<file path="config.mk">
export PLATFORM = sky130hd
export DESIGN_NAME = rtttl_note_parser_unit
export DESIGN_NICKNAME = d
export VERILOG_FILES = /design/src/rtl/rtttl_pkg.sv /design/src/rtl/rtttl_note_parser_unit.sv
export SDC_FILE = /design/constraint.sdc
export NUM_CORES = 1
export LEC_CHECK = 0
export BUFFER_PORTS_ARGS = -buffer_cell sky130_fd_sc_hd__buf_2
export CAP_MARGIN = 20
export CORE_ASPECT_RATIO = 1.25
export CORE_MARGIN = 3
export CORE_UTILIZATION = 57
export DETAILED_ROUTE_END_ITERATION = 7
export PLACE_DENSITY = 0.77
export SKIP_CTS_REPAIR_TIMING = 1
export SYNTH_ARGS = -nofsm -noshare
export SYNTH_HDL_FRONTEND = slang
export SYNTH_SLANG_ARGS = --single-unit
</file>
<file path="constraint.sdc">
create_clock -name i_clk -period 7 [get_ports i_clk]
set_input_delay 1.05 -clock i_clk [delete_from_list [all_inputs] [get_ports i_clk]]
set_output_delay 1.05 -clock i_clk [all_outputs]
set_load 0.005 [all_outputs]
</file>
<file path="src/rtl/rtttl_pkg.sv">
`timescale 1ns / 1ps
`default_nettype none
// ----------------------------------------------------------------------------
// RTTTL parser package
// Item types, character codes, reset values and the note frequency table.
// ----------------------------------------------------------------------------
package rtttl_pkg;

    typedef struct packed {
        logic [7:0] ch;
        logic       last;
    } t_in_item;

    typedef struct packed {
        logic [11:0] freq_hz;
        logic [18:0] dur_ms;
        logic        is_rest;
        logic        bad;
    } t_out_item;

    // characters
    localparam logic [7:0] CH_COLON = 8'h3A;
    localparam logic [7:0] CH_COMMA = 8'h2C;
    localparam logic [7:0] CH_HASH  = 8'h23;
    localparam logic [7:0] CH_DOT   = 8'h2E;
    localparam logic [7:0] CH_ZERO  = 8'h30;
    localparam logic [7:0] CH_THREE = 8'h33;
    localparam logic [7:0] CH_SEVEN = 8'h37;
    localparam logic [7:0] CH_NINE  = 8'h39;
    localparam logic [7:0] CH_KEY_D = 8'h64;
    localparam logic [7:0] CH_KEY_O = 8'h6F;
    localparam logic [7:0] CH_KEY_B = 8'h62;

    // reset values and fixed numbers
    localparam logic [15:0] DLEN_RST   = 16'd4;
    localparam logic [2:0]  DOCT_RST   = 3'd6;
    localparam logic [3:0]  OCT_NONE   = 4'd15;
    localparam logic [15:0] ACC_MAX    = 16'hFFFF;
    localparam logic [17:0] WHOLE_DFLT = 18'd3808;   // (60000 / 63) * 4
    localparam logic [17:0] BPM_NUM    = 18'd60000;
    localparam logic [7:0]  IDX_BASE   = 8'd48;
    localparam logic [7:0]  IDX_TOP    = 8'd96;

    // decimal digit push with saturation
    function automatic logic [15:0] acc_push(input logic [15:0] a, input logic [3:0] d);
        logic [19:0] v;
        v = {1'b0, a, 3'b000} + {3'b000, a, 1'b0} + {16'd0, d};
        return (v > {4'd0, ACC_MAX}) ? ACC_MAX : v[15:0];
    endfunction

    function automatic logic [3:0] letter_step(input logic [7:0] c);
        logic [3:0] s;
        case (c)
            8'h63:   s = 4'd1;   // c
            8'h64:   s = 4'd3;   // d
            8'h65:   s = 4'd5;   // e
            8'h66:   s = 4'd6;   // f
            8'h67:   s = 4'd8;   // g
            8'h61:   s = 4'd10;  // a
            8'h62:   s = 4'd12;  // b
            default: s = 4'd0;   // p and anything else: rest
        endcase
        return s;
    endfunction

    function automatic logic [11:0] freq_lookup(input logic [5:0] idx);
        logic [11:0] f;
        case (idx)
            6'd1:  f = 12'd262;  6'd2:  f = 12'd277;  6'd3:  f = 12'd294;
            6'd4:  f = 12'd311;  6'd5:  f = 12'd330;  6'd6:  f = 12'd349;
            6'd7:  f = 12'd370;  6'd8:  f = 12'd392;  6'd9:  f = 12'd415;
            6'd10: f = 12'd440;  6'd11: f = 12'd466;  6'd12: f = 12'd494;
            6'd13: f = 12'd523;  6'd14: f = 12'd554;  6'd15: f = 12'd587;
            6'd16: f = 12'd622;  6'd17: f = 12'd659;  6'd18: f = 12'd698;
            6'd19: f = 12'd740;  6'd20: f = 12'd784;  6'd21: f = 12'd831;
            6'd22: f = 12'd880;  6'd23: f = 12'd932;  6'd24: f = 12'd988;
            6'd25: f = 12'd1047; 6'd26: f = 12'd1109; 6'd27: f = 12'd1175;
            6'd28: f = 12'd1245; 6'd29: f = 12'd1319; 6'd30: f = 12'd1397;
            6'd31: f = 12'd1480; 6'd32: f = 12'd1568; 6'd33: f = 12'd1661;
            6'd34: f = 12'd1760; 6'd35: f = 12'd1865; 6'd36: f = 12'd1976;
            6'd37: f = 12'd2093; 6'd38: f = 12'd2217; 6'd39: f = 12'd2349;
            6'd40: f = 12'd2489; 6'd41: f = 12'd2637; 6'd42: f = 12'd2794;
            6'd43: f = 12'd2960; 6'd44: f = 12'd3136; 6'd45: f = 12'd3322;
            6'd46: f = 12'd3520; 6'd47: f = 12'd3729; 6'd48: f = 12'd3951;
            default: f = 12'd0;
        endcase
        return f;
    endfunction

endpackage
`default_nettype wire

</file>
<file path="src/rtl/rtttl_note_parser_unit.sv">
`timescale 1ns / 1ps
`default_nettype none
// ----------------------------------------------------------------------------
// RTTTL note parser
// Character-at-a-time ringtone parser with one shared restoring divider.
// ----------------------------------------------------------------------------
// One character item is taken per accept. Name, header and most note
// characters finish in the accept cycle. A character that closes a note
// (a comma, or the last character inside a note) runs an 18-step
// restoring divide of the whole-note time and then a finishing state
// that writes the note to the output register, and the input stalls
// until it has. A note at zero bpm skips the divide and goes straight
// to the finishing state. The character that ends the b= number runs
// the same divider for 60000/bpm; if it is also the last character the
// note divide follows. Both divides share the one subtract-compare unit.
// A finished note waits in the output register; the next item is still
// taken unless another note is ready before that one has gone.
module rtttl_note_parser_unit (
    input  wire                  i_clk,
    input  wire                  i_rst_n,
    input  wire                  i_valid,
    output logic                 o_stall,
    input  rtttl_pkg::t_in_item  i_item,
    output logic                 o_valid,
    input  wire                  i_stall,
    output rtttl_pkg::t_out_item o_res
);
    import rtttl_pkg::*;

    typedef enum logic [3:0] {
        PH_NAME   = 4'd0,
        PH_KEY    = 4'd1,
        PH_DEQ    = 4'd2,
        PH_DNUM   = 4'd3,
        PH_OEQ    = 4'd4,
        PH_ODIG   = 4'd5,
        PH_OSKIP  = 4'd6,
        PH_BEQ    = 4'd7,
        PH_BNUM   = 4'd8,
        PH_NDUR   = 4'd9,
        PH_NSHARP = 4'd10,
        PH_NDOT   = 4'd11,
        PH_NOCT   = 4'd12,
        PH_NEND   = 4'd13
    } t_phase;

    typedef enum logic [1:0] {
        S_IDLE = 2'd0,
        S_DIV  = 2'd1,
        S_FIN  = 2'd2
    } t_seq;

    localparam logic [4:0] DIV_LAST = 5'd17;   // 18 quotient bits

    // parser state
    t_phase      r_phase, n_phase;
    logic [15:0] r_dlen, n_dlen;
    logic [2:0]  r_doct, n_doct;
    logic [17:0] r_whole, n_whole;
    logic [15:0] r_acc, n_acc;
    logic [3:0]  r_pitch, n_pitch;
    logic        r_dot, n_dot;
    logic [3:0]  r_oct, n_oct;
    logic        r_bz, n_bz;

    // sequencer and divider
    t_seq        r_seq, n_seq;
    logic        r_job_bpm, n_job_bpm;
    logic        r_pend_emit, n_pend_emit;
    logic        r_pend_last, n_pend_last;
    logic [4:0]  r_cnt, n_cnt;
    logic [17:0] r_dq, n_dq;
    logic [15:0] r_rem, n_rem;
    logic [15:0] r_dsr, n_dsr;

    // captured note
    logic [11:0] r_e_freq, n_e_freq;
    logic        r_e_bad, n_e_bad;
    logic        r_e_rest, n_e_rest;
    logic        r_e_skip, n_e_skip;
    logic [15:0] r_e_div, n_e_div;
    logic        r_dot_snap, n_dot_snap;

    // output register
    logic        r_out_valid, n_out_valid;
    t_out_item   r_out, n_out;

    // parse scratch
    logic [7:0]  c;
    logic        is_dig;
    logic        key_start, emit_c, emit_l, need_bdiv, do_reset;
    t_phase      v_phase;
    logic [15:0] v_dlen, v_acc, b_dsr, s_acc, e_div;
    logic [2:0]  v_doct;
    logic [17:0] v_whole;
    logic [3:0]  v_pitch, v_oct, s_pitch, s_oct, scale;
    logic        v_dot, v_bz, s_dot, bad0, range_bad;
    logic [7:0]  sum, idx;
    // divider scratch
    logic [16:0] t_part, t_diff;
    logic        ge;
    logic [17:0] q_new;

    assign o_stall = (r_seq != S_IDLE);
    assign o_valid = r_out_valid;
    assign o_res   = r_out;

    always_comb begin
        n_phase = r_phase; n_dlen = r_dlen; n_doct = r_doct; n_whole = r_whole;
        n_acc = r_acc; n_pitch = r_pitch; n_dot = r_dot; n_oct = r_oct; n_bz = r_bz;
        n_seq = r_seq; n_job_bpm = r_job_bpm; n_pend_emit = r_pend_emit;
        n_pend_last = r_pend_last; n_cnt = r_cnt; n_dq = r_dq; n_rem = r_rem;
        n_dsr = r_dsr;
        n_e_freq = r_e_freq; n_e_bad = r_e_bad; n_e_rest = r_e_rest;
        n_e_skip = r_e_skip; n_e_div = r_e_div; n_dot_snap = r_dot_snap;
        n_out_valid = r_out_valid; n_out = r_out;
        do_reset = 1'b0;

        c      = i_item.ch;
        is_dig = (c >= CH_ZERO) && (c <= CH_NINE);

        v_phase = r_phase; v_dlen = r_dlen; v_doct = r_doct; v_whole = r_whole;
        v_acc = r_acc; v_pitch = r_pitch; v_dot = r_dot; v_oct = r_oct; v_bz = r_bz;
        key_start = 1'b0; emit_c = 1'b0; emit_l = 1'b0; need_bdiv = 1'b0;
        b_dsr = r_acc;
        s_acc = r_acc; s_pitch = r_pitch; s_dot = r_dot; s_oct = r_oct;
        e_div = r_dlen; bad0 = 1'b0; scale = 4'd0; sum = 8'd0; idx = 8'd0;
        range_bad = 1'b0;

        // divider step
        t_part = {r_rem, r_dq[17]};
        t_diff = t_part - {1'b0, r_dsr};
        ge     = (t_part >= {1'b0, r_dsr});
        q_new  = {r_dq[16:0], ge};

        if (r_out_valid && !i_stall) begin
            n_out_valid = 1'b0;
        end

        case (r_seq)
            S_IDLE: begin
                if (i_valid) begin
                    if (r_phase == PH_KEY) begin
                        if (c == CH_KEY_D) begin
                            v_phase = PH_DEQ;
                        end else if (c == CH_KEY_O) begin
                            v_phase = PH_OEQ;
                        end else if (c == CH_KEY_B) begin
                            v_phase = PH_BEQ;
                        end else begin
                            // no key: notes start with current settings
                            v_whole = WHOLE_DFLT; v_bz = 1'b0;
                            v_acc = 16'd0; v_pitch = 4'd0; v_dot = 1'b0;
                            v_oct = OCT_NONE;
                            v_phase = PH_NDUR;
                            key_start = 1'b1;
                        end
                    end

                    if (r_phase != PH_KEY || key_start) begin
                        case (v_phase)
                            PH_DEQ: begin
                                v_acc = 16'd0; v_phase = PH_DNUM;
                            end
                            PH_DNUM: begin
                                if (is_dig) begin
                                    v_acc = acc_push(v_acc, c[3:0]);
                                end else begin
                                    if (v_acc != 16'd0) v_dlen = v_acc;
                                    v_acc = 16'd0; v_phase = PH_KEY;
                                end
                            end
                            PH_OEQ:   v_phase = PH_ODIG;
                            PH_ODIG: begin
                                if (c >= CH_THREE && c <= CH_SEVEN) v_doct = c[2:0];
                                v_phase = PH_OSKIP;
                            end
                            PH_OSKIP: v_phase = PH_KEY;
                            PH_BEQ: begin
                                v_acc = 16'd0; v_phase = PH_BNUM;
                            end
                            PH_BNUM: begin
                                if (is_dig) begin
                                    v_acc = acc_push(v_acc, c[3:0]);
                                end else begin
                                    b_dsr     = v_acc;
                                    v_bz      = (v_acc == 16'd0);
                                    need_bdiv = (v_acc != 16'd0);
                                    v_whole   = 18'd0;
                                    v_acc = 16'd0; v_pitch = 4'd0; v_dot = 1'b0;
                                    v_oct = OCT_NONE;
                                    v_phase = PH_NDUR;
                                end
                            end
                            PH_NDUR: begin
                                if (is_dig) begin
                                    v_acc = acc_push(v_acc, c[3:0]);
                                end else begin
                                    v_pitch = letter_step(c); v_phase = PH_NSHARP;
                                end
                            end
                            PH_NSHARP, PH_NDOT, PH_NOCT, PH_NEND: begin
                                if (c == CH_COMMA) begin
                                    emit_c = 1'b1;
                                    v_acc = 16'd0; v_pitch = 4'd0; v_dot = 1'b0;
                                    v_oct = OCT_NONE;
                                    v_phase = PH_NDUR;
                                end else if (c == CH_HASH && v_phase == PH_NSHARP) begin
                                    v_pitch = v_pitch + 4'd1; v_phase = PH_NDOT;
                                end else if (c == CH_DOT &&
                                             (v_phase == PH_NSHARP || v_phase == PH_NDOT)) begin
                                    v_dot = 1'b1; v_phase = PH_NOCT;
                                end else if (is_dig && v_phase != PH_NEND) begin
                                    v_oct = c[3:0]; v_phase = PH_NEND;
                                end
                            end
                            PH_NAME: begin
                                if (c == CH_COLON) v_phase = PH_KEY;
                            end
                            default: begin
                                v_phase = (c == CH_COLON) ? PH_KEY : PH_NAME;
                            end
                        endcase
                    end

                    emit_l = i_item.last && !emit_c &&
                             (v_phase >= PH_NDUR) && (v_phase <= PH_NEND);

                    // note fields: before the clear on a comma, after the update otherwise
                    if (emit_c) begin
                        s_acc = r_acc; s_pitch = r_pitch; s_dot = r_dot; s_oct = r_oct;
                    end else begin
                        s_acc = v_acc; s_pitch = v_pitch; s_dot = v_dot; s_oct = v_oct;
                    end
                    e_div     = (s_acc != 16'd0) ? s_acc : v_dlen;
                    bad0      = v_bz || (e_div == 16'd0);
                    scale     = (s_oct == OCT_NONE) ? {1'b0, v_doct} : s_oct;
                    sum       = {1'b0, scale, 3'b000} + {2'b00, scale, 2'b00}
                              + {4'd0, s_pitch};
                    range_bad = (sum < IDX_BASE) || (sum > IDX_TOP);
                    idx       = sum - IDX_BASE;

                    n_phase = v_phase; n_dlen = v_dlen; n_doct = v_doct;
                    n_whole = v_whole; n_acc = v_acc; n_pitch = v_pitch;
                    n_dot = v_dot; n_oct = v_oct; n_bz = v_bz;

                    n_e_div  = e_div;
                    n_e_skip = bad0;
                    n_e_rest = (s_pitch == 4'd0);
                    n_e_bad  = bad0 || ((s_pitch != 4'd0) && range_bad);
                    n_e_freq = ((s_pitch != 4'd0) && !bad0 && !range_bad) ?
                               freq_lookup(idx[5:0]) : 12'd0;
                    // a dotted note adds half; kept for the finishing state
                    n_dot_snap  = s_dot;
                    n_job_bpm   = need_bdiv;
                    n_pend_emit = emit_c || emit_l;
                    n_pend_last = i_item.last;
                    n_rem       = 16'd0;
                    n_cnt       = DIV_LAST;

                    if (need_bdiv) begin
                        n_seq = S_DIV; n_dq = BPM_NUM; n_dsr = b_dsr;
                    end else if (emit_c || emit_l) begin
                        n_dq  = v_whole; n_dsr = e_div;
                        n_seq = bad0 ? S_FIN : S_DIV;
                    end else if (i_item.last) begin
                        do_reset = 1'b1;
                    end
                end
            end
            S_DIV: begin
                n_rem = ge ? t_diff[15:0] : t_part[15:0];
                n_dq  = q_new;
                n_cnt = r_cnt - 5'd1;
                if (r_cnt == 5'd0) begin
                    if (r_job_bpm) begin
                        n_whole   = {q_new[15:0], 2'b00};
                        n_job_bpm = 1'b0;
                        if (!r_pend_emit) begin
                            n_seq = S_IDLE;
                        end else if (r_e_skip) begin
                            n_seq = S_FIN;
                        end else begin
                            n_dq  = {q_new[15:0], 2'b00};
                            n_dsr = r_e_div;
                            n_rem = 16'd0;
                            n_cnt = DIV_LAST;
                        end
                    end else begin
                        n_seq = S_FIN;
                    end
                end
            end
            S_FIN: begin
                if (!r_out_valid || !i_stall) begin
                    n_out.freq_hz = r_e_freq;
                    n_out.dur_ms  = r_e_skip ? 19'd0 :
                                    (r_dot_snap ? ({1'b0, r_dq} + {2'b00, r_dq[17:1]})
                                                : {1'b0, r_dq});
                    n_out.is_rest = r_e_rest;
                    n_out.bad     = r_e_bad;
                    n_out_valid   = 1'b1;
                    do_reset      = r_pend_last;
                    n_seq         = S_IDLE;
                end
            end
            default: n_seq = S_IDLE;
        endcase

        if (do_reset) begin
            n_phase = PH_NAME; n_dlen = DLEN_RST; n_doct = DOCT_RST;
            n_whole = 18'd0; n_bz = 1'b0;
            n_acc = 16'd0; n_pitch = 4'd0; n_dot = 1'b0; n_oct = OCT_NONE;
        end
    end

    always_ff @(posedge i_clk) begin
        if (!i_rst_n) begin
            r_seq       <= S_IDLE;
            r_out_valid <= 1'b0;
            r_phase     <= PH_NAME;
            r_dlen      <= DLEN_RST;
            r_doct      <= DOCT_RST;
            r_whole     <= 18'd0;
            r_acc       <= 16'd0;
            r_pitch     <= 4'd0;
            r_dot       <= 1'b0;
            r_oct       <= OCT_NONE;
            r_bz        <= 1'b0;
        end else begin
            r_seq       <= n_seq;
            r_out_valid <= n_out_valid;
            r_phase     <= n_phase;
            r_dlen      <= n_dlen;
            r_doct      <= n_doct;
            r_whole     <= n_whole;
            r_acc       <= n_acc;
            r_pitch     <= n_pitch;
            r_dot       <= n_dot;
            r_oct       <= n_oct;
            r_bz        <= n_bz;
        end
        r_job_bpm   <= n_job_bpm;
        r_pend_emit <= n_pend_emit;
        r_pend_last <= n_pend_last;
        r_cnt       <= n_cnt;
        r_dq        <= n_dq;
        r_rem       <= n_rem;
        r_dsr       <= n_dsr;
        r_e_freq    <= n_e_freq;
        r_e_bad     <= n_e_bad;
        r_e_rest    <= n_e_rest;
        r_e_skip    <= n_e_skip;
        r_e_div     <= n_e_div;
        r_dot_snap  <= n_dot_snap;
        r_out       <= n_out;
    end

endmodule
`default_nettype wire

</file>
==> results.toml <==
[routing]
post_drt_wl_per_cell_um = 20.0
drtIter0Drc = 1150
route.detailed.drc = 0
wl_um = 38100
vias = 12300
via_per_inst = 6.43
antenna_left = 0
drt_pass1_iterations = 6

[sta]
setup_viol = 0
grt_setup_unrepaired = "no"
hold_violations = 0
period_needed_ps = 6420
fin_tns_setup_ps = 0
max_slew_margin_pct = 31.6
finalCritPeriodShare_pct = 91.7
worst_pin_slew_ps = 1020
finalWorstSetupSlack_ps = 580
skew_ps = 13.3
fmax_mhz = 156
drv_slew = 0

[cts]
insertion_delay_ps = 430
clk_pin_slew_worst_paths_ps = 80
clk_path_buf_depth = 2
cts_buffers = 17
numClockSinks = 193
cts_tree = "built"
htreeDepth = 4
root_buffer = "clkbuf_16"

[synthesis]
netlist_top_cells_area = "edfxtp_1 27%, dfxtp_1 10%, ha_1 7.7%, nor2_1 6.2%, a21oi_1 4.2%"
synth_common_cells = "228 x nor2_1, 123 x edfxtp_1, 116 x a21oi_1"
synth_top_area_cell = "edfxtp_1"
yosysSeqAreaShare_pct = 37.1
synth_nets = 1651
ys.flop_type = "edfxtp_1"
ys_seq_elements = 193
yosysMostFrequentCell = "nor2_1"
syn-mean-instance-area_um2 = 8.86
yosysWarnings = 0
synth_area_mm2 = 0.0137
synth_enable_flop_cells = 123
synthDominantCellAreaShare_pct = 26.9
async_flop_share_pct = 0
syn_inst = 1549
synth.distinct_cells = 89

[global_routing]
grt_max_degree = 61
grt_first_pass_wirelength_um = 61500
grt_overflow = 0
antenna_found_initial = 1
grt_usage_pct = 29.2
grt_pass1_vias = 11700

[critical_path]
critPathMaxFanout = 14
worst_ep_required_time_ps = 7250
worst-setup-path-type = "in2reg"
worstPathArrival_ps = 6670
worst_setup_path_end_kind = "register"
critPathLaunchType = "primary input"

[outcome]
status = "complete, no violations"

[placement]
dp_hpwl_um = 28000
numPortBuffers = 47
dp.cells = 1872
place.gp.congestion = 0.958
place_ws_ps = 169

[pwr]
power_mw = 2.96
power.density_mw_per_mm2 = 197
leakage_nw = 5.99
ir_drop_mv = 0.195

[finish]
drive_above_1_share_pct = 11.3
area_growth_pct = 9.57
diodes = 0
nNetsFinal = 1676
fin_cells = 1907
final_util_pct = 64.4

[job]
cap_violations = 0

[die]
dieHeight_um = 179
initial_core_util_pct = 58.8
die_area_mm2 = 0.0260
pin_count = 48
core-area_mm2 = 0.0233
fp.dieW_um = 145
floorplan.rows = 62

[worst_hold_path]
hold_path_class = "reg2reg"
==> cell usage in the layout, fill, tap and decap left out, types with 9 or more instances in the layout <==
cell	n
nor2_1	225
edfxtp_1	123
a21oi_1	115
nand2_1	90
ha_1	84
o21ai_0	83
dfxtp_1	70
inv_1	65
mux2i_1	52
buf_2	47
buf_4	42
nor3_1	40
a211oi_1	33
nand3_1	30
xnor2_1	29
and2_1	26
o211ai_1	21
o22ai_1	20
a31oi_1	19
nand2b_1	18
o21a_1	18
a21o_1	17
a22oi_1	17
clkbuf_16	17
o31a_1	16
xor2_1	15
a31o_2	13
nor4_1	11
a311o_1	11
nor2b_1	10
and3_1	9
mux2_2	9
==> metrics by stage <==
step,hold slack (ps),cell area (µm²)
3_5_place_dp,406,14400
6_report,423,15000
2_1_floorplan,400,13700
4_1_cts,430,15000
3_3_place_gp,410,14400
5_1_grt,440,15000
==> logic make-up (layout without fill, tap and decap cells) <==
kind of cell | Yosys count | after routing | share of synthesized area, %
adder cells (fa/ha/maj) | 89 | 89 | 8.39
flip-flops | 193 | 193 | 37.1
multiplexers | 69 | 69 | 5.19
AO/OA/AOI/OAI | 481 | 481 | 23.9
AND/OR/NAND/NOR | 518 | 518 | 18.0
buffers and inverters | 155 | 193 | 4.57
XOR/XNOR | 44 | 44 | 2.81
==> where the power goes <==
group / internal [mW] / switching (mW)
clock: 0.546 / 0.449
sequential: 1.26 / 0.0299
combinational: 0.244 / 0.431
==> path summary, 6_finish.rpt <==
kind / end / cells after the start / slack (ps) / start
worst max-delay path: r_e_freq[2]$_SDFFCE_PN0P_ / 26 / 580 / i_item[1]
worst max register to register: r_e_freq[11]$_SDFFCE_PN0P_ / 19 / 710 / r_phase[3]$_SDFFE_PP0P_
worst min-delay path: o_res[32]$_DFFE_PP_ / 0 / 420 / r_e_freq[11]$_SDFFCE_PN0P_
worst min register to register: o_res[32]$_DFFE_PP_ / 0 / 420 / r_e_freq[11]$_SDFFCE_PN0P_
==> sequential cells by signal, indices dropped and copies added (netlist names), 4 cells and up <==
signal / cells
r_dsr: 16
r_pitch: 4
r_dlen: 16
r_oct: 4
r_whole: 18
r_dq: 18
r_acc: 16
r_e_freq: 12
r_cnt: 5
r_e_div: 16
r_rem: 16
r_phase: 4
o_res: 33
==> metal layers <==
metal	up-vias	share of wire [%]	GRT usage (%)	wire, µm
li1	5847	-	-	-
met1	5795	41	38.5	15500
met2	536	49	48.2	18700
met3	90	6.6	4.49	2510
met4	2	3.6	10.8	1360
met5	-	0.034	0	13
==> cell type report <==
cell class / count / area (µm²)
fill: 1934 / 8320
multi-input combinational: 1201 / 8050
sequential: 193 / 5090
timing repair buffer: 94 / 639
clock buffer: 20 / 447
tap: 320 / 400
inverter: 67 / 251
clock inverter: 12 / 150
==> worst max-delay path, cell delays in order <==
cell and delay (ps):
buf_2 270, and4_1 400, o211ai_1 160, and2_1 240, nand3_1 240, nand2_2 190
o32ai_1 260, buf_4 170, nor3_1 50, o211a_1 210, a311o_1 360, fa_1 530
inv_1 40, ha_1 210, fa_1 410, xor2_1 260, ha_1 200, nand2b_1 50
o21ai_0 200, mux2_2 190, a31oi_1 70, nor2_1 150, o31ai_2 100, a211oi_1 200
buf_4 210, nor4bb_1 230
(Power assumes the default switching activity.)
